File: src/app_packet_deframer_macros.svh
// Assertion macros shared by the application packet deframer RTL.
// Depends on nothing; included by the modules that carry assertions.
`ifndef APP_PACKET_DEFRAMER_MACROS_SVH
`define APP_PACKET_DEFRAMER_MACROS_SVH

// Same-cycle implication, disabled while reset is held.
`define APD_ASSERT_IMPL(label, clk, rst_n, ante, cons) \
  label: assert property (@(posedge clk) disable iff (!rst_n) (ante) |-> (cons)) \
    else $error("app_packet_deframer: same-cycle check failed");

// Next-cycle implication, disabled while reset is held.
`define APD_ASSERT_NEXT(label, clk, rst_n, ante, cons) \
  label: assert property (@(posedge clk) disable iff (!rst_n) (ante) |=> (cons)) \
    else $error("app_packet_deframer: next-cycle check failed");

`endif

File: src/apd_pkg.sv
// Shared types, codes and constants of the application packet deframer.
// Depends on nothing; used by every module of the block.
package apd_pkg;

  // Default sizes handed down from the top level.
  localparam int MAX_FIELD_LEN_DEF = 255;
  localparam int QUEUE_DEPTH_DEF   = 4;

  // Configuration port.
  localparam int CFG_IDX_W  = 2;
  localparam int CFG_DATA_W = 8;
  localparam logic [CFG_IDX_W-1:0] REG_DATA_CODE      = 2'd0;
  localparam logic [CFG_IDX_W-1:0] REG_SIZE_TYPE_CODE = 2'd1;
  localparam logic [CFG_IDX_W-1:0] REG_NAME_TYPE_CODE = 2'd2;

  // Reset values of the configuration registers.
  localparam logic [7:0] DATA_CODE_RST      = 8'd1;
  localparam logic [7:0] SIZE_TYPE_CODE_RST = 8'd0;
  localparam logic [7:0] NAME_TYPE_CODE_RST = 8'd1;

  // ASCII digit bounds; header digits are offset by the code of zero.
  localparam logic [7:0] DIGIT_ZERO = 8'd48;
  localparam logic [7:0] DIGIT_NINE = 8'd57;

  // Result kinds.
  localparam logic [1:0] KIND_PAYLOAD = 2'd0;
  localparam logic [1:0] KIND_NAME    = 2'd1;
  localparam logic [1:0] KIND_DONE    = 2'd2;

  // Packet status codes.
  localparam logic [2:0] ST_OK            = 3'd0;
  localparam logic [2:0] ST_BAD_CODE      = 3'd1;
  localparam logic [2:0] ST_BAD_SIZE_TYPE = 3'd2;
  localparam logic [2:0] ST_BAD_SEQ       = 3'd3;
  localparam logic [2:0] ST_TRUNCATED     = 3'd4;

  // Header parser phases.
  typedef enum logic [3:0] {
    PH_IDLE        = 4'd0,
    PH_CODE        = 4'd1,
    PH_SIZE_TYPE   = 4'd2,
    PH_SIZE_LEN    = 4'd3,
    PH_SIZE_DIGITS = 4'd4,
    PH_NAME_TYPE   = 4'd5,
    PH_NAME_LEN    = 4'd6,
    PH_NAME_BYTES  = 4'd7,
    PH_CTRL_END    = 4'd8,
    PH_SEQ         = 4'd9,
    PH_LEN_HI      = 4'd10,
    PH_LEN_LO      = 4'd11,
    PH_PAYLOAD     = 4'd12,
    PH_DATA_END    = 4'd13,
    PH_DISCARD     = 4'd14
  } phase_t;

  // One input word.
  typedef struct packed {
    logic [7:0] in_byte;
    logic       first;
    logic       last;
    logic       expect_data;
    logic [7:0] expected_control;
    logic [7:0] expected_seq;
  } in_item_t;

  // One result word.
  typedef struct packed {
    logic [1:0]  kind;
    logic [7:0]  byte_value;
    logic [2:0]  status;
    logic        name_type_warning;
    logic [31:0] size_value;
    logic [15:0] payload_len;
    logic        end_mark;
  } out_item_t;

  // Everything one input word causes: an optional byte result and an
  // optional done result, queued between the parser and the emitter.
  typedef struct packed {
    logic        has_item;
    logic [1:0]  item_kind;
    logic [7:0]  item_byte;
    logic        has_done;
    logic [2:0]  status;
    logic        warn;
    logic [31:0] size_value;
    logic [15:0] payload_len;
  } act_t;

endpackage

File: src/app_packet_deframer.sv
// Top level of the application packet deframer: header parser, entry queue
// and result emitter. Uses apd_pkg, apd_front, apd_queue and apd_back.
//
//   Channel  Handshake        Payload             Direction
//   input    push / full      in_data  (in_item_t)  into the block
//   result   empty / pop      out_data (out_item_t) out of the block
//   config   cfg_we           cfg_index, cfg_wdata  into the block
//
// One input word is accepted per cycle while full is low; the parser updates
// its header state in that cycle and writes at most one queue entry.
// When the emitter is idle, a result passes through the queue and then the
// emitter's entry register before it shows on out_data.
// A word that ends a name or payload with a last mark yields a byte result
// and a done result; the QUEUE_DEPTH-entry queue absorbs such bursts.
// full follows the queue fill count; empty follows the emitter's register.
// Reset is synchronous and needs no clearing pass.

module app_packet_deframer #(
  parameter int MAX_FIELD_LEN = apd_pkg::MAX_FIELD_LEN_DEF,
  parameter int QUEUE_DEPTH   = apd_pkg::QUEUE_DEPTH_DEF
) (
  input  logic                           clk,
  input  logic                           rst_n,
  input  logic                           cfg_we,
  input  logic [apd_pkg::CFG_IDX_W-1:0]  cfg_index,
  input  logic [apd_pkg::CFG_DATA_W-1:0] cfg_wdata,
  input  logic                           push,
  output logic                           full,
  input  apd_pkg::in_item_t              in_data,
  output logic                           empty,
  input  logic                           pop,
  output apd_pkg::out_item_t             out_data
);

  logic          in_acc;
  logic          act_push, q_full, q_pop, q_empty;
  apd_pkg::act_t act, q_data;

  assign full   = q_full;
  assign in_acc = push && !q_full;

  // Header parser.
  apd_front #(
    .MAX_FIELD_LEN(MAX_FIELD_LEN)
  ) u_front (
    .clk      (clk),
    .rst_n    (rst_n),
    .cfg_we   (cfg_we),
    .cfg_index(cfg_index),
    .cfg_wdata(cfg_wdata),
    .in_acc   (in_acc),
    .in_data  (in_data),
    .act_push (act_push),
    .act      (act)
  );

  // Entry queue.
  apd_queue #(
    .DEPTH(QUEUE_DEPTH)
  ) u_queue (
    .clk    (clk),
    .rst_n  (rst_n),
    .q_push (act_push),
    .wr_data(act),
    .q_full (q_full),
    .q_pop  (q_pop),
    .rd_data(q_data),
    .q_empty(q_empty)
  );

  // Result emitter.
  apd_back u_back (
    .clk     (clk),
    .rst_n   (rst_n),
    .q_empty (q_empty),
    .q_data  (q_data),
    .q_pop   (q_pop),
    .empty   (empty),
    .pop     (pop),
    .out_data(out_data)
  );

endmodule

File: src/apd_front.sv
// Header parser of the application packet deframer: configuration registers,
// the packet phase machine and building of queue entries. Uses apd_pkg.
`include "app_packet_deframer_macros.svh"

module apd_front #(
  parameter int MAX_FIELD_LEN = apd_pkg::MAX_FIELD_LEN_DEF
) (
  input  logic                           clk,
  input  logic                           rst_n,
  input  logic                           cfg_we,
  input  logic [apd_pkg::CFG_IDX_W-1:0]  cfg_index,
  input  logic [apd_pkg::CFG_DATA_W-1:0] cfg_wdata,
  input  logic                           in_acc,
  input  apd_pkg::in_item_t              in_data,
  output logic                           act_push,
  output apd_pkg::act_t                  act
);

  localparam logic [7:0] MAX_LEN = 8'(MAX_FIELD_LEN);

  // Configuration registers.
  logic [7:0] data_code_r, size_type_r, name_type_r;

  // Packet state.
  apd_pkg::phase_t phase_r, phase_nxt, ph_c;
  logic [15:0] cnt_r, cnt_nxt, cnt_c, cnt_inc;
  logic [31:0] acc_r, acc_nxt, acc_c;
  logic [15:0] len_r, len_nxt, len_c, len_lo;
  logic [2:0]  err_r, err_nxt, err_c;
  logic        stop_r, stop_nxt, stop_c;
  logic        warn_r, warn_nxt, warn_c;
  logic        exp_data_r, exp_data_c;
  logic [7:0]  exp_ctrl_r, exp_ctrl_c;
  logic [7:0]  exp_seq_r, exp_seq_c;

  // Per-word helpers.
  logic [7:0]  b, d, flen;
  logic [35:0] mul;
  logic        item, done;
  logic [1:0]  item_kind;
  logic [2:0]  st;

  // Configuration writes.
  always_ff @(posedge clk) begin
    if (!rst_n) begin
      data_code_r <= apd_pkg::DATA_CODE_RST;
      size_type_r <= apd_pkg::SIZE_TYPE_CODE_RST;
      name_type_r <= apd_pkg::NAME_TYPE_CODE_RST;
    end else if (cfg_we) begin
      unique case (cfg_index)
        apd_pkg::REG_DATA_CODE:      data_code_r <= cfg_wdata;
        apd_pkg::REG_SIZE_TYPE_CODE: size_type_r <= cfg_wdata;
        apd_pkg::REG_NAME_TYPE_CODE: name_type_r <= cfg_wdata;
        default: ;
      endcase
    end
  end

  // State register; it moves only on an accepted word.
  always_ff @(posedge clk) begin
    if (!rst_n) begin
      phase_r    <= apd_pkg::PH_IDLE;
      cnt_r      <= '0;
      acc_r      <= '0;
      len_r      <= '0;
      err_r      <= apd_pkg::ST_OK;
      stop_r     <= 1'b0;
      warn_r     <= 1'b0;
      exp_data_r <= 1'b0;
      exp_ctrl_r <= '0;
      exp_seq_r  <= '0;
    end else if (in_acc) begin
      phase_r    <= phase_nxt;
      cnt_r      <= cnt_nxt;
      acc_r      <= acc_nxt;
      len_r      <= len_nxt;
      err_r      <= err_nxt;
      stop_r     <= stop_nxt;
      warn_r     <= warn_nxt;
      exp_data_r <= exp_data_c;
      exp_ctrl_r <= exp_ctrl_c;
      exp_seq_r  <= exp_seq_c;
    end
  end

  // A first mark restarts the packet with this word as its code byte.
  always_comb begin
    if (in_data.first) begin
      ph_c       = apd_pkg::PH_CODE;
      cnt_c      = '0;
      acc_c      = '0;
      len_c      = '0;
      err_c      = apd_pkg::ST_OK;
      stop_c     = 1'b0;
      warn_c     = 1'b0;
      exp_data_c = in_data.expect_data;
      exp_ctrl_c = in_data.expected_control;
      exp_seq_c  = in_data.expected_seq;
    end else begin
      ph_c       = phase_r;
      cnt_c      = cnt_r;
      acc_c      = acc_r;
      len_c      = len_r;
      err_c      = err_r;
      stop_c     = stop_r;
      warn_c     = warn_r;
      exp_data_c = exp_data_r;
      exp_ctrl_c = exp_ctrl_r;
      exp_seq_c  = exp_seq_r;
    end
  end

  // Byte decoding: digit value, saturated field length and the next
  // decimal accumulation as acc*8 + acc*2 + digit.
  assign b       = in_data.in_byte;
  assign d       = b - apd_pkg::DIGIT_ZERO;
  assign flen    = (d > MAX_LEN) ? MAX_LEN : d;
  assign mul     = {1'b0, acc_c, 3'b000} + {3'b000, acc_c, 1'b0} + {28'd0, d};
  assign cnt_inc = cnt_c + 16'd1;
  assign len_lo  = len_c | {8'd0, b};

  // Next state and outputs of the phase machine.
  always_comb begin
    phase_nxt = ph_c;
    cnt_nxt   = cnt_c;
    acc_nxt   = acc_c;
    len_nxt   = len_c;
    err_nxt   = err_c;
    stop_nxt  = stop_c;
    warn_nxt  = warn_c;
    item      = 1'b0;
    item_kind = apd_pkg::KIND_PAYLOAD;

    unique case (ph_c)
      apd_pkg::PH_CODE: begin
        if (exp_data_c ? (d != data_code_r) : (d != exp_ctrl_c)) begin
          err_nxt   = apd_pkg::ST_BAD_CODE;
          phase_nxt = apd_pkg::PH_DISCARD;
        end else begin
          phase_nxt = exp_data_c ? apd_pkg::PH_SEQ : apd_pkg::PH_SIZE_TYPE;
        end
      end
      apd_pkg::PH_SIZE_TYPE: begin
        if (d != size_type_r) begin
          err_nxt   = apd_pkg::ST_BAD_SIZE_TYPE;
          phase_nxt = apd_pkg::PH_DISCARD;
        end else begin
          phase_nxt = apd_pkg::PH_SIZE_LEN;
        end
      end
      apd_pkg::PH_SIZE_LEN: begin
        len_nxt   = {8'd0, flen};
        cnt_nxt   = '0;
        phase_nxt = (flen == 8'd0) ? apd_pkg::PH_NAME_TYPE : apd_pkg::PH_SIZE_DIGITS;
      end
      apd_pkg::PH_SIZE_DIGITS: begin
        // Conversion stops for good at the first non-digit.
        if (!stop_c) begin
          if (b >= apd_pkg::DIGIT_ZERO && b <= apd_pkg::DIGIT_NINE) begin
            acc_nxt = (mul[35:32] != 4'd0) ? '1 : mul[31:0];
          end else begin
            stop_nxt = 1'b1;
          end
        end
        cnt_nxt = cnt_inc;
        if (cnt_inc >= len_c) begin
          phase_nxt = apd_pkg::PH_NAME_TYPE;
        end
      end
      apd_pkg::PH_NAME_TYPE: begin
        if (d != name_type_r) begin
          warn_nxt = 1'b1;
        end
        phase_nxt = apd_pkg::PH_NAME_LEN;
      end
      apd_pkg::PH_NAME_LEN: begin
        len_nxt   = {8'd0, flen};
        cnt_nxt   = '0;
        phase_nxt = (flen == 8'd0) ? apd_pkg::PH_CTRL_END : apd_pkg::PH_NAME_BYTES;
      end
      apd_pkg::PH_NAME_BYTES: begin
        item      = 1'b1;
        item_kind = apd_pkg::KIND_NAME;
        cnt_nxt   = cnt_inc;
        if (cnt_inc >= len_c) begin
          phase_nxt = apd_pkg::PH_CTRL_END;
        end
      end
      apd_pkg::PH_SEQ: begin
        if (d != exp_seq_c) begin
          err_nxt   = apd_pkg::ST_BAD_SEQ;
          phase_nxt = apd_pkg::PH_DISCARD;
        end else begin
          phase_nxt = apd_pkg::PH_LEN_HI;
        end
      end
      apd_pkg::PH_LEN_HI: begin
        len_nxt   = {b, 8'd0};
        phase_nxt = apd_pkg::PH_LEN_LO;
      end
      apd_pkg::PH_LEN_LO: begin
        len_nxt   = len_lo;
        cnt_nxt   = '0;
        phase_nxt = (len_lo == 16'd0) ? apd_pkg::PH_DATA_END : apd_pkg::PH_PAYLOAD;
      end
      apd_pkg::PH_PAYLOAD: begin
        item      = 1'b1;
        item_kind = apd_pkg::KIND_PAYLOAD;
        cnt_nxt   = cnt_inc;
        if (cnt_inc >= len_c) begin
          phase_nxt = apd_pkg::PH_DATA_END;
        end
      end
      apd_pkg::PH_IDLE, apd_pkg::PH_CTRL_END, apd_pkg::PH_DATA_END,
      apd_pkg::PH_DISCARD: ;
      default: ;
    endcase

    // Packet end: status from the error or from how far the packet got.
    done = in_data.last && (ph_c != apd_pkg::PH_IDLE);
    if (err_nxt != apd_pkg::ST_OK) begin
      st = err_nxt;
    end else if (phase_nxt == apd_pkg::PH_CTRL_END || phase_nxt == apd_pkg::PH_DATA_END) begin
      st = apd_pkg::ST_OK;
    end else begin
      st = apd_pkg::ST_TRUNCATED;
    end
    if (done) begin
      phase_nxt = apd_pkg::PH_IDLE;
    end

    act_push        = in_acc && (item || done);
    act.has_item    = item;
    act.item_kind   = item_kind;
    act.item_byte   = b;
    act.has_done    = done;
    act.status      = st;
    act.warn        = exp_data_c ? 1'b0 : warn_nxt;
    act.size_value  = exp_data_c ? 32'd0 : acc_nxt;
    act.payload_len = exp_data_c ? len_nxt : 16'd0;
  end

  // Checks.
  `APD_ASSERT_NEXT(a_last_closes_packet, clk, rst_n, in_acc && in_data.last && (ph_c != apd_pkg::PH_IDLE), phase_r == apd_pkg::PH_IDLE)
  `APD_ASSERT_IMPL(a_item_only_in_body, clk, rst_n, act_push && act.has_item, ph_c == apd_pkg::PH_NAME_BYTES || ph_c == apd_pkg::PH_PAYLOAD)

endmodule

File: src/apd_queue.sv
// Short entry queue between the header parser and the result emitter.
// Uses apd_pkg for the entry type.
`include "app_packet_deframer_macros.svh"

module apd_queue #(
  parameter int DEPTH = apd_pkg::QUEUE_DEPTH_DEF
) (
  input  logic          clk,
  input  logic          rst_n,
  input  logic          q_push,
  input  apd_pkg::act_t wr_data,
  output logic          q_full,
  input  logic          q_pop,
  output apd_pkg::act_t rd_data,
  output logic          q_empty
);

  localparam int PTR_W = (DEPTH > 1) ? $clog2(DEPTH) : 1;
  localparam int CNT_W = $clog2(DEPTH + 1);
  localparam logic [PTR_W-1:0] LAST_PTR = PTR_W'(DEPTH - 1);
  localparam logic [CNT_W-1:0] CNT_FULL = CNT_W'(DEPTH);

  apd_pkg::act_t    mem_r [DEPTH];
  logic [PTR_W-1:0] wr_ptr_r, rd_ptr_r;
  logic [CNT_W-1:0] cnt_r;

  assign q_full  = (cnt_r == CNT_FULL);
  assign q_empty = (cnt_r == '0);
  assign rd_data = mem_r[rd_ptr_r];

  // Entry storage.
  always_ff @(posedge clk) begin
    if (q_push) begin
      mem_r[wr_ptr_r] <= wr_data;
    end
  end

  // Pointers and fill count.
  always_ff @(posedge clk) begin
    if (!rst_n) begin
      wr_ptr_r <= '0;
      rd_ptr_r <= '0;
      cnt_r    <= '0;
    end else begin
      if (q_push) begin
        wr_ptr_r <= (wr_ptr_r == LAST_PTR) ? '0 : wr_ptr_r + PTR_W'(1);
      end
      if (q_pop) begin
        rd_ptr_r <= (rd_ptr_r == LAST_PTR) ? '0 : rd_ptr_r + PTR_W'(1);
      end
      if (q_push && !q_pop) begin
        cnt_r <= cnt_r + CNT_W'(1);
      end else if (q_pop && !q_push) begin
        cnt_r <= cnt_r - CNT_W'(1);
      end
    end
  end

  // Checks.
  `APD_ASSERT_NEXT(a_count_tracks_push, clk, rst_n, q_push && !q_pop, cnt_r == $past(cnt_r) + CNT_W'(1))

endmodule

File: src/apd_back.sv
// Result emitter of the application packet deframer: turns each queue entry
// into its byte result, its done result or both. Uses apd_pkg.
`include "app_packet_deframer_macros.svh"

module apd_back (
  input  logic               clk,
  input  logic               rst_n,
  input  logic               q_empty,
  input  apd_pkg::act_t      q_data,
  output logic               q_pop,
  output logic               empty,
  input  logic               pop,
  output apd_pkg::out_item_t out_data
);

  apd_pkg::act_t cur_r;
  logic          item_pend_r, done_pend_r;
  logic          pop_acc, last_one, free;

  // The current entry is finished when its final word is taken.
  assign empty    = !(item_pend_r || done_pend_r);
  assign pop_acc  = pop && !empty;
  assign last_one = item_pend_r ? !done_pend_r : 1'b1;
  assign free     = empty || (pop_acc && last_one);
  assign q_pop    = free && !q_empty;

  // Entry register and pending flags.
  always_ff @(posedge clk) begin
    if (q_pop) begin
      cur_r <= q_data;
    end
  end

  always_ff @(posedge clk) begin
    if (!rst_n) begin
      item_pend_r <= 1'b0;
      done_pend_r <= 1'b0;
    end else if (q_pop) begin
      item_pend_r <= q_data.has_item;
      done_pend_r <= q_data.has_done;
    end else if (pop_acc) begin
      if (item_pend_r) begin
        item_pend_r <= 1'b0;
      end else begin
        done_pend_r <= 1'b0;
      end
    end
  end

  // Result word: the byte result goes out before the done result.
  always_comb begin
    if (item_pend_r) begin
      out_data.kind              = cur_r.item_kind;
      out_data.byte_value        = cur_r.item_byte;
      out_data.status            = apd_pkg::ST_OK;
      out_data.name_type_warning = 1'b0;
      out_data.size_value        = '0;
      out_data.payload_len       = '0;
      out_data.end_mark          = !done_pend_r;
    end else begin
      out_data.kind              = apd_pkg::KIND_DONE;
      out_data.byte_value        = '0;
      out_data.status            = cur_r.status;
      out_data.name_type_warning = cur_r.warn;
      out_data.size_value        = cur_r.size_value;
      out_data.payload_len       = cur_r.payload_len;
      out_data.end_mark          = 1'b1;
    end
  end

  // Checks.
  `APD_ASSERT_NEXT(a_load_shows_word, clk, rst_n, q_pop, !empty)

endmodule
File: config.mk
export PLATFORM = sky130hd
export DESIGN_NAME = app_packet_deframer
export DESIGN_NICKNAME = d
export VERILOG_FILES = /design/src/apd_pkg.sv /design/src/app_packet_deframer.sv /design/src/apd_front.sv /design/src/apd_queue.sv /design/src/apd_back.sv
export VERILOG_INCLUDE_DIRS = /design/src /design/src/src
export SDC_FILE = /design/constraint.sdc
export NUM_CORES = 1
export LEC_CHECK = 0
export BUFFER_PORTS_ARGS = -buffer_cell sky130_fd_sc_hd__buf_4
export CAP_MARGIN = 10
export CORE_ASPECT_RATIO = 1.4
export CORE_UTILIZATION = 26
export DETAILED_ROUTE_END_ITERATION = 6
export HOLD_SLACK_MARGIN = 0.15
export PLACE_DENSITY = 0.53
export SETUP_SLACK_MARGIN = 0.15
export SYNTH_ARGS = -nofsm -noshare
export SYNTH_HDL_FRONTEND = slang
export SYNTH_SLANG_ARGS = --single-unit
export TNS_END_PERCENT = 100
File: constraint.sdc
create_clock -name clk -period 5.3 [get_ports clk]
set_input_delay 0.53 -clock clk [delete_from_list [all_inputs] [get_ports clk]]
set_output_delay 0.53 -clock clk [all_outputs]
set_load 0.02 [all_outputs]
## Word-level counts from Yosys, hierarchy flattened

Memories as Yosys holds them, arrays and structs flattened. A register that Yosys moved wholly into a read port is not among the register bits.
Cells that the tools add are included.

- Bits in registers: 185
- RAM bits: 252
- Input bits: 42
- Output and inout bits: 65
- Word-level logic and storage cells: 159
- Memories kept: 1

- Add/subtract/negate cells: 8
- Magnitude comparators: 4
- Equality and inequality tests: 24
- Multiplexer cells: 61
- Bitwise logic cells: 1
- Reduce and logical (&&, ||, !) cells: 36

Memories:

| memory | words | width | rd ports | clocked after Yosys merged registers in | write ports | RTL line | text |
|---|---|---|---|---|---|---|---|
| u_queue.mem_r | 4 | 63 | 1 | 1 | 1 | apd_queue.sv:23 | `apd_pkg::act_t mem_r [DEPTH];` |

Operator list:

| operator | number |
|---|---|
| $mux 32 | 6 |
| $mux 63 | 1 |
| $mux 16 | 3 |
| $pmux 16 s3 | 1 |
| $pmux 4 s11 | 1 |
| $ne 8x8->1 | 5 |
| $add 35x33->36 | 1 |
| $add 36x8->36 | 1 |
| $mux 4 | 9 |
| $pmux 16 s2 | 1 |
| $mux 3 | 9 |
| $eq 4x4->1 const B | 6 |
| $mux 8 | 3 |
| $mux 1 | 22 |
| $add 16x1->16 const B | 1 |
| $eq 4x3->1 const B | 4 |
| $ge 16x16->1 | 1 |
| $logic_not 16->1 | 1 |
| $or 16x8->16 | 1 |
| $logic_and 1x1->1 | 9 |
| $pmux 3 s3 | 1 |
| $eq 4x2->1 const B | 2 |
| $ge 8x6->1 const B | 1 |
| $gt 8x8->1 const B | 1 |
| other kinds (22) | 43 |

## Logic depth before layout (Yosys ltp)

Gate-level depths: netlist (run 1).

- Depth after elaboration: 10
- Depth in mapped cells: 26
- Gate-level depth less buffers: 19

## Cells and area by module

A second synthesis (run 1) with hierarchy kept.

- Cells, all modules: 1825
- Area total of the unflattened synthesis: 22185.0 µm²

By module, submodules not included:

| module | instances | cells each | area an instance (µm²) | seq. area each (µm²) |
|---|---|---|---|---|
| apd_front | 1 | 1299 | 9987.1 | 2282.2 |
| apd_queue | 1 | 378 | 9768.1 | 7867.5 |
| apd_back | 1 | 147 | 2416.1 | 1901.8 |
| app_packet_deframer | 1 | 1 | 13.8 | 0.0 |

## Worst setup path after synthesis (run 1)

OpenSTA, ideal clock, no wires.

- Path type: in2reg
- From: in in_data[18] in the netlist's numbering
- To: mem u_queue.mem_r[0][51] in the netlist's numbering, data pin
- Arrival: 5.458 ns
- Required time: 5.022 ns
- Path slack: -0.435 ns
- Stages on the path: 26
- Path buffers: 7
- Cells stage by stage: buf_6 > buf_6 > clkbuf_1 > clkbuf_1 > buf_1 > buf_1 > buf_1 > nor2b_1 > ha_1 > and3_1 > and3_1 > inv_1 > nor3_1 > nand3_1 > xor2_1 > nor2_1 > ha_1 > and4_1 > nand2_1 > o41ai_1 > nor2_1 > a31o_2 > a2111oi_2 > nor3_1 > nor4b_2 > o21ai_1

RTL lines:

| element | RTL line | text |
|---|---|---|
| start, declared | app_packet_deframer.sv:29 | `input apd_pkg::in_item_t in_data,` |
| end, declared | apd_queue.sv:23 |  |

==> summary.md, run 1 <==
| Metric | Value |
|---|---|
| Status | `completed` |
| CP Launch Type | `input pin` |
| Post-synth EDFFs | `between 300 and 400` |
| Nets | `2012` |
| CTS tree | `built` |
| Initial antenna violation count | `0` |
| Gpl congestion | `0.882` |
| Share of the synthesized area in the top cell type | `43.7%` |
| Top post-synthesis cells by count | `edfxtp_1, nand2_1, nor2_1` |
| Residual DRC | `0` |
| Setup CP Type | `in2reg` |
| Ratio of cells with drive above 1 in the final layout | `approximately 18%` |
| Row cnt | `roughly 120` |
| Count leader, synth | `edfxtp_1` |
| Critical path cell sequence | `buf_4 > buf_12 > nor2b_1 > ha_2 > and3_1 > and3_1 > inv_1 > nor3_2 > nand3_1 > xor2_1 > nor2_1 > ha_1 > and4_1 > nand2_1 > o41ai_2 > nor2_1 > a31o_2 > a2111oi_4 > nor3_1 > nor4b_2 > o21ai_1` |
| Worst-margin pin slew | `1.20 ns` |
| Die area | `around 84000 um^2` |
| Crit. End Element | `flip-flop` |
| Clock slew at reported path FFs | `~0.06 ns` |
| Die width | `245 um` |
| Inserted Clock Buffers | `41` |
| Post-Route WL | `about 56000 um` |
| Worst Hold Class | `in2reg` |
| Top Ports | `about 110` |
| Ant diodes | `0` |
| RSZ-0062 raised after global routing | `no` |
| Initial drt markers | `about 830` |
| Final setup margin | `0.607 ns` |
| Post-place setup slack | `-0.0133 ns` |
| Placement Cell Area | `23700 um^2` |
| Post-synth design cell area | `between 20000 and 25000 um^2` |
| Final Non-Filler Cells | `a little under 3000` |
| Crit share post-route | `roughly nine tenths` |
| CP max-delay cell | `a2111oi_4` |
| Flops & latches, synth | `roughly 440` |
| Maxcap violations | `0` |
| Required @ worst endpoint | `between 5 and 6 ns` |
| Power density over cell area | `approximately 400 nW/um^2` |
| Avg Cell Area, Syn | `~12 um^2` |
| Max-slew violation count | `0` |
| Pre-antenna DRT Iters | `5` |
| Worst hold margin | `roughly 0.21 ns` |
| Clock Latency Late Sink | `a little under 0.6 ns` |
| Clk buf depth | `3` |
| WP depth | `21` |
| Clock skew | `roughly 0.028 ns` |
| R2r worst-path depth | `19` |
| Post-DP HPWL | `39900 um` |
| Largest net degree at the start of global routing | `between 60 and 70` |
| Total gr overflow | `0` |
| Final instance area | `about 25000 um^2` |
| VDD IR max | `between 0.2 and 0.3 mV` |
| CP arrival | `around 5 ns` |
| Post-Syn Instances | `roughly 1800` |
| Antenna Nets Post-Route | `0` |
| Synth cell types | `82` |
| Period minus WS final | `4.69 ns` |
| Final hold violations | `0` |
| YS warnings | `0` |
| Gr usage total | `13.4%` |
| Synth Flop Type | `edfxtp_1` |
| Pleak | `around 9.2 nW` |
| Placed insts | `a little under 3000` |
| Fmax | `between 200 and 250 MHz` |
| Post-CTS Hold Buffers | `0` |
| Area growth, synth to finish | `16.9%` |
| Global-route wire length before repair | `87900 um` |
| DIE HEIGHT | `342 um` |
| Critical Path Fanout Max | `63` |
| Core area | `81800 um^2` |
| H-tree lvl count | `2` |
| Vias per inst | `4.86` |
| Crit-path max cell delay | `0.39 ns` |
| Crit path max-delay family | `simple AND/OR/NAND/NOR gates` |
| Routed WL per cell | `~19 um` |
| Ranking of synthesized cells by area | `edfxtp_1, dfxtp_1, mux4_2, ha_1, nor2b_1` |
| Slew HR | `approximately a fifth` |
| Total power | `about 0.0099 W` |
| Clock root buffer | `clkbuf_16` |
| Hold depth | `3` |
| Ys async rst share | `0%` |
| Post-Synthesis Net Count | `1915` |
| Starting Density | `26.3%` |
| Final setup fails | `0` |
| Area leader, netlist | `edfxtp_1` |
| Fillers | `8176` |
| Post-CTS setup buffer count | `0` |
| Number of I/O port buffers | `about 110` |
| Vias in the first global route | `between 10000 and 15000` |
| Post_cts resized | `0` |
| CP Buf/Inv Count | `3` |
| Post-synthesis sequential area ratio | `between 50% and 60%` |
| CTS sink cnt | `between 400 and 500` |
| Vias | `14500` |
through the flow:
step	TNS (ns)	util, %
6_report	0	30.7
5_1_grt	0	30.7
4_1_cts	0	30.7
3_5_place_dp	-0.0530	29.0
3_3_place_gp	0	29.0
2_1_floorplan	0	-
tightest hold or removal path, delay by kind of cell:
kind                   cells  cell delay [ns]
and+or+nand+nor            1             0.05
muxes                      1             0.06
buffers and inverters      1             0.11
final timing paths:
kind | start | endpoint | slack, ns
worst max-delay path | in_data[18] | u_queue.mem_r[0][51] | 0.61
worst min-delay path | cfg_wdata[0] | u_front.name_type_r[0] | 0.21
worst max register to register | u_front.cnt_r[0] | u_queue.mem_r[0][51] | 0.65
worst min register to register | u_front.acc_r[11] | u_front.acc_r[11] | 0.45
area by class of cell:
class	count	area [um^2]	share of cell area (%)
Clock buffer	53	1130	4.50
Clock inverter	23	282	1.12
Inverter	41	155	0.617
Multi-Input combinational cell	1195	9020	35.9
Sequential cell	438	11900	47.4
Tap cell	1071	1340	5.33
Timing Repair Buffer	162	1300	5.19
sequential cells by signal, summed over array words and instances, names as in the netlist, 2 cells and up, named ones only:
| signal | cells |
|---|---|
| u_back.cur_r | 61 |
| u_front.acc_r | 32 |
| u_front.cnt_r | 16 |
| u_front.data_code_r | 8 |
| u_front.err_r | 3 |
| u_front.exp_ctrl_r | 8 |
| u_front.exp_seq_r | 8 |
| u_front.len_r | 16 |
| u_front.name_type_r | 8 |
| u_front.phase_r | 4 |
| u_front.size_type_r | 8 |
| u_queue.cnt_r | 3 |
| u_queue.mem_r | 252 |
| u_queue.rd_ptr_r | 2 |
| u_queue.wr_ptr_r | 2 |
per-layer routing:
layer,wire (um),share of wire [%],vias to the layer above,track usage [%]
li1,-,-,6836,-
met1,23800,42,7270,16.1
met2,28600,51,309,24.2
met3,1880,3.3,82,1.48
met4,2070,3.7,0,5.47
met5,0,0,-,0
placed cells by master (no fill, tap or decap), types with 18 or more instances in the layout:
cell type	synthesis	routed
a211oi_1	19	19
a21o_1	18	18
a21oi_1	92	92
a22oi_1	34	34
buf_4	3	155
clkbuf_16	0	41
dfxtp_1	125	122
edfxtp_1	313	313
ha_1	84	83
inv_1	39	39
mux2i_1	41	41
mux4_2	63	63
nand2_1	143	143
nand3_1	20	20
nor2_1	135	134
nor2b_1	108	107
nor3_1	47	46
o21ai_0	75	75
xnor2_1	43	43
xor2_1	35	35
report_power, final:
part | switching, W | internal (W)
Sequential | 0.000193 | 0.00417
Combinational | 0.00144 | 0.00105
Clock | 0.00135 | 0.00173
Total | 0.00299 | 0.00696
logic make-up after synthesis:
family	Yosys count	synth area share, %
AO/OA/AOI/OAI	357	11.0
XOR/XNOR	79	3.28
adder cells (fa/ha/maj)	92	5.59
buffers and inverters	149	2.90
flip-flops	438	55.4
multiplexers	111	8.93
AND/OR/NAND/NOR	556	12.9
Power figures use the tool's default switching activity.
==> run 2: changes to the inputs <==
--- a/config.mk
+++ b/config.mk
@@ -8,7 +8,7 @@
 export LEC_CHECK = 0
 export BUFFER_PORTS_ARGS = -buffer_cell sky130_fd_sc_hd__buf_4
 export CAP_MARGIN = 10
-export CORE_ASPECT_RATIO = 1.4
+export CORE_MARGIN = 2
 export CORE_UTILIZATION = 26
 export DETAILED_ROUTE_END_ITERATION = 6
 export HOLD_SLACK_MARGIN = 0.15
==> run 2 against run 1 <==
Wire length up 4.3%. Core utilization up 0.050 points. Sequential power about the same. First-iteration DRC count up 32%. Die area up 1.4%. Sequential cell count unchanged. Via count up 0.54%. Sequential share of layout area down 0.20 points. Maximum frequency down 0.34%. Count of clock-buffer cells in the layout up 12. Design area up 0.43%. Critical endpoint is now u_queue.mem_r[3][51]. Largest cell class unchanged.
==> summary.md, run 2 (same netlist as run 1, synthesis figures left out) <==
| Metric | Value |
|---|---|
| Status | `completed` |
| Hold path endpoint | `u_front.exp_ctrl_r[7]` |
| Top Ports | `107` |
| CTS tree | `built` |
| Int Pwr | `roughly 0.0070 W` |
| Initial antenna violation count | `1` |
| Register area | `approximately 12000 um^2` |
| Residual DRC | `0` |
| Most flops, register | `u_queue.mem_r` |
| Largest register FFs | `approximately 250` |
| CP max-delay cell | `a221oi_1` |
| Clock slew at reported path FFs | `0.06 ns` |
| Post-CTS Hold Buffers | `0` |
| Vias in the first global route | `approximately 15000` |
| Net Sw Power | `around 0.0031 W` |
| Comb power frac | `between 20% and 30%` |
| Area growth, synth to finish | `17.4%` |
| Antenna Nets Post-Route | `0` |
| Worst Hold Class | `in2reg` |
| Clk buf depth | `3` |
| Final setup margin | `slightly below 0.6 ns` |
| Clock root buffer | `clkbuf_16` |
| Largest net degree at the start of global routing | `67` |
| RSZ-0062 raised after global routing | `no` |
| DIE HEIGHT | `between 200 and 300 um` |
| VDD IR max | `approximately 0.24 mV` |
| Power density over cell area | `just over 400 nW/um^2` |
| Largest registers | `u_queue.mem_r x252, u_back.cur_r x61, u_front.acc_r x32` |
| Die area | `85000 um^2` |
| Die width | `between 200 and 300 um` |
| Commonest non-fill, non-tap cell in the layout | `edfxtp_1` |
| Inserted Clock Buffers | `46` |
| CP Launch Type | `flip-flop` |
| Routed WL per cell | `between 15 and 20 um` |
| Multi-input combinational cell area | `around 9000 um^2` |
| Fmax | `about 210 MHz` |
| Starting Density | `a little over a quarter` |
| Final instance area | `approximately 25000 um^2` |
| Nets | `2022` |
| Setup CP Type | `reg2reg` |
| Final hold violations | `0` |
| Global-route wire length before repair | `just over 90000 um` |
| Max-slew violation count | `0` |
| Crit share post-route | `88.9%` |
| Critical Path Fanout Max | `4` |
| Worst-margin pin slew | `between 1 and 1.5 ns` |
| Hold depth | `3` |
| R2R Setup Slk | `approximately 0.59 ns` |
| R2r worst-path depth | `18` |
| Reg2Reg Launch Point | `u_front.cnt_r[0]` |
| TNS Setup | `0 ns` |
| H-tree lvl count | `2` |
| Ratio of cells with drive above 1 in the final layout | `between 10% and 20%` |
| Number of I/O port buffers | `around 110` |
| Post_cts resized | `0` |
| CTS sink cnt | `between 400 and 500` |
| Pleak | `around 9 nW` |
| Commonest non-fill, non-tap cells in the layout | `edfxtp_1, buf_4, nand2_1` |
| CP arrival | `about 5 ns` |
| Fillers | `a little over 8000` |
| Gr usage total | `about 14%` |
| Worst R2R End | `u_queue.mem_r[3][51]` |
| Period minus WS final | `between 4 and 5 ns` |
| Total gr overflow | `0` |
| CP Buf/Inv Count | `2` |
| Initial drt markers | `between 1000 and 1500` |
| Sw Ratio | `slightly above 30%` |
| Gpl congestion | `0.867` |
| Clock Power Share | `a little under a third` |
| Placement Cell Area | `around 24000 um^2` |
| Crit path max-delay family | `compound AO/OA/AOI/OAI gates` |
| Post-Route WL | `58800 um` |
| Final setup fails | `0` |
| Clock skew | `between 0.02 and 0.025 ns` |
| Post-DP HPWL | `40800 um` |
| CP dominant cell by count | `and3_1` |
| Post-place setup slack | `between 0.02 and 0.03 ns` |
| Slew HR | `between 20% and 30%` |
| Pre-antenna DRT Iters | `6` |
| Reg power frac | `a little over two fifths` |
| HP Start | `in_data[15]` |
| Finished Core Util | `a little under a third` |
| Vias per inst | `about 4.9` |
| Post-CTS setup buffer count | `0` |
| Maxcap violations | `0` |
| Vias | `14600` |
| Row cnt | `roughly 110` |
| Core area | `82000 um^2` |
| Crit. End Element | `flip-flop` |
| Required @ worst endpoint | `about 5.7 ns` |
| Crit-path max cell delay | `around 0.50 ns` |
| Critical path cell sequence | `nor2b_1 > ha_2 > and3_1 > and3_1 > inv_1 > nor3_2 > xnor2_1 > ha_1 > and3_1 > a221oi_1 > a21oi_1 > nor2_1 > buf_4 > a21boi_0 > o21a_1 > o31ai_1 > nor4b_2 > o21ai_1` |
| Clock Latency Late Sink | `about 0.59 ns` |
| Ant diodes | `0` |
-- run 2: per-stage QoR --
step,power (W),hold WS [ns],instances
floorplan,0.00601,0.417,1782
global placement,0.00708,0.429,2911
detailed placement,0.00711,0.438,2911
CTS,0.0103,0.153,2997
global route,0.0106,0.172,2997
finish,0.0102,0.191,2997
-- run 2: worst max-delay path by stage --
stage                     start              endpoint  slack, ns  cells after the start
2_1_floorplan       in_data[18]  u_queue.mem_r[0][39]       0.15                     20
5_1_grt        u_front.acc_r[2]  u_queue.mem_r[1][39]       0.26                     13
3_3_place_gp        in_data[23]  u_queue.mem_r[0][39]       0.08                     16
6_report       u_front.cnt_r[0]  u_queue.mem_r[3][51]       0.59                     18
4_1_cts        u_front.acc_r[2]  u_queue.mem_r[1][39]       0.58                     13
3_5_place_dp        in_data[18]  u_queue.mem_r[1][39]       0.03                     15
-- run 2: area by class of cell --
cell class,count,area share (%)
clock inverter,21,1.01
inverter,41,0.610
clock buffer,65,4.92
multi-input combinational,1195,35.8
timing repair buffer,167,5.21
sequential,438,47.2
tap,1070,5.30
-- run 2: metal layers --
layer / global-route usage, % / vias to the layer above / wire [um]
met3: 2.70 / 87 / 3300
met5: 0 / - / 14
met4: 4.92 / 2 / 1860
li1: - / 6849 / -
met1: 17.8 / 7235 / 25600
met2: 22.9 / 403 / 28000
-- run 2: power by group through the flow --
stage | clock [W] | combinational [W] | sequential [W]
after floorplan | 0 | 0.00167 | 0.00434
after global placement | 0 | 0.00263 | 0.00445
after detailed placement | 0 | 0.00265 | 0.00446
after CTS | 0.00331 | 0.00266 | 0.00439
after global routing | 0.00342 | 0.00279 | 0.00443
final | 0.00321 | 0.00257 | 0.00437
-- run 2: worst reg2reg max path, cell delays in order, from the launching register on --
cell and delay, ns:
dfxtp_1 0.37, nor2b_1 0.23, ha_2 0.26, and3_1 0.20, and3_1 0.23, inv_1 0.07, nor3_2 0.31, xnor2_1 0.17
ha_1 0.33, and3_1 0.23, a221oi_1 0.50, a21oi_1 0.20, nor2_1 0.26, buf_4 0.16, a21boi_0 0.07, o21a_1 0.19
o31ai_1 0.34, nor4b_2 0.10, o21ai_1 0.28
==> run 3: changes to the inputs <==
--- a/config.mk
+++ b/config.mk
@@ -13,6 +13,7 @@
 export DETAILED_ROUTE_END_ITERATION = 6
 export HOLD_SLACK_MARGIN = 0.15
 export PLACE_DENSITY = 0.53
+export REMOVE_ABC_BUFFERS = 1
 export SETUP_SLACK_MARGIN = 0.15
 export SYNTH_ARGS = -nofsm -noshare
 export SYNTH_HDL_FRONTEND = slang
==> run 3 against run 2 <==
Maximum frequency down 1.8%. Largest power group unchanged. Critical path depth down 1. Critical endpoint is now u_queue.mem_r[0][36]. Final cell count up 1.3%.
==> summary.md, run 3 (same netlist as run 1, synthesis figures left out) <==
| Metric | Value |
|---|---|
| Status | `completed` |
| Crit-path max cell delay | `approximately 0.53 ns` |
| Worst Hold Class | `in2reg` |
| Crit path max-delay family | `compound AO/OA/AOI/OAI gates` |
| RSZ-0062 raised after global routing | `no` |
| Setup CP Type | `in2reg` |
| Vias | `14800` |
| Register area | `between 10000 and 15000 um^2` |
| CP Launch Type | `input pin` |
| Final setup fails | `0` |
| Clock slew at reported path FFs | `around 0.06 ns` |
| Placed insts | `just under 3000` |
| Initial antenna violation count | `1` |
| Clk buf depth | `3` |
| Gpl congestion | `roughly 0.9` |
| Most flops, register | `u_queue.mem_r` |
| Post-CTS setup buffer count | `0` |
| Power density over cell area | `~410 nW/um^2` |
| Initial drt markers | `1033` |
| CTS tree | `built` |
| Final Non-Filler Cells | `around 3000` |
| Top Ports | `107` |
| Antenna Nets Post-Route | `0` |
| Largest net degree at the start of global routing | `between 60 and 70` |
| Gr usage total | `between 10% and 20%` |
| Fmax | `about 210 MHz` |
| Die width | `approximately 300 um` |
| Crit. End Element | `flip-flop` |
| TNS Setup | `0 ns` |
| Period minus WS final | `around 4.8 ns` |
| Post-Route WL | `58300 um` |
| Starting Density | `a little over a quarter` |
| Area growth, synth to finish | `19.1%` |
| Largest registers | `u_queue.mem_r x252, u_back.cur_r x61, u_front.acc_r x32` |
| CP arrival | `5.08 ns` |
| Residual DRC | `0` |
| Number of I/O port buffers | `approximately 110` |
| Clock skew | `around 0.044 ns` |
| Pre-antenna DRT Iters | `5` |
| CP Buf/Inv Count | `5` |
| Die area | `approximately 85000 um^2` |
| Ant diodes | `0` |
| Inserted Clock Buffers | `51` |
| Final setup margin | `0.507 ns` |
| Critical path cell sequence | `buf_4 > buf_12 > buf_4 > nor2_1 > ha_1 > ha_1 > a21oi_1 > o21ai_0 > a221oi_1 > a21boi_1 > a211oi_1 > mux2_1 > or4_1 > buf_4 > buf_4 > nor2_1 > o32ai_1` |
| Largest register FFs | `about 250` |
| Global-route wire length before repair | `around 90000 um` |
| Commonest non-fill, non-tap cell in the layout | `edfxtp_1` |
| Crit share post-route | `90.4%` |
| Finished Core Util | `a little under a third` |
| Pleak | `approximately 9.5 nW` |
| Core area | `approximately 82000 um^2` |
| Fillers | `between 8000 and 9000` |
| Required @ worst endpoint | `roughly 5.6 ns` |
| Clock root buffer | `clkbuf_16` |
| CP dominant cell by count | `buf_4` |
| Vias per inst | `roughly 4.9` |
| Post_cts resized | `0` |
| CP max-delay cell | `or4_1` |
| Post-CTS Hold Buffers | `14` |
| Clock Latency Late Sink | `roughly 0.62 ns` |
| Maxcap violations | `0` |
| Row cnt | `about 110` |
| CTS sink cnt | `around 440` |
| Ratio of cells with drive above 1 in the final layout | `roughly a fifth` |
| Post-DP HPWL | `about 40000 um` |
| H-tree lvl count | `2` |
| Vias in the first global route | `approximately 15000` |
| Slew HR | `between 20 and 25%` |
| Critical Path Fanout Max | `28` |
| Total gr overflow | `0` |
| Nets | `around 2100` |
| Routed WL per cell | `about 19 um` |
| Post-place setup slack | `-0.0209 ns` |
| VDD IR max | `0.256 mV` |
| DIE HEIGHT | `292 um` |
| Multi-input combinational cell area | `around 9000 um^2` |
| Worst-margin pin slew | `about 1.1 ns` |
| Final hold violations | `0` |
| Commonest non-fill, non-tap cells in the layout | `edfxtp_1, buf_4, nand2_1` |
| Max-slew violation count | `0` |
run 3: cell count changes in the layout (fill, tap and decap cells not counted), sizes merged:
cell	previous run	this run
buf	167	182
bufinv	3	4
clkbuf	65	67
clkinv	12	20
clkinvlp	4	3
dlygate4sd3	0	14
run 3: power by group:
part / internal [W] / switching (W)
logic: 0.00106 / 0.00149
clock network: 0.00205 / 0.00146
registers: 0.00418 / 0.000200
run 3: tightest hold or removal path, cell delays in order:
cell and delay (ns):
buf_4 0.10, mux2i_1 0.06, nor2_1 0.07
run 3: worst paths after layout:
check / startpoint / to / slack [ns] / cells after the start
max: in_data[18] / u_queue.mem_r[0][36] / 0.51 / 17
min: cfg_wdata[4] / u_front.size_type_r[4] / 0.18 / 3
max reg2reg: u_front.cnt_r[0] / u_queue.mem_r[0][51] / 0.65 / 20
min reg2reg: u_front.acc_r[7] / u_front.acc_r[7] / 0.45 / 2
run 3: layer usage:
metal	up-vias	wire length, um	track usage [%]
li1	6938	-	-
met1	7376	25900	17.5
met2	357	28100	22.8
met3	109	2640	2.55
met4	2	1660	4.06
met5	-	16	0
run 3: metrics by stage:
step | power, W | instance area (um^2) | hold slack, ns
global route | 0.0109 | 25600 | 0.161
floorplan | 0.00598 | 21000 | 0.417
finish | 0.0104 | 25600 | 0.180
detailed placement | 0.00709 | 23800 | 0.436
CTS | 0.0106 | 25600 | 0.150
global placement | 0.00706 | 23800 | 0.427
run 3: final cells by class:
cell class              count  area share [%]
inverters                  41           0.601
repair buffers            196            5.93
clock buffers              67            5.41
multi-input cells        1195            35.1
flip-flops and latches    438            46.5
clock inverters            29            1.17
well taps                1070            5.23
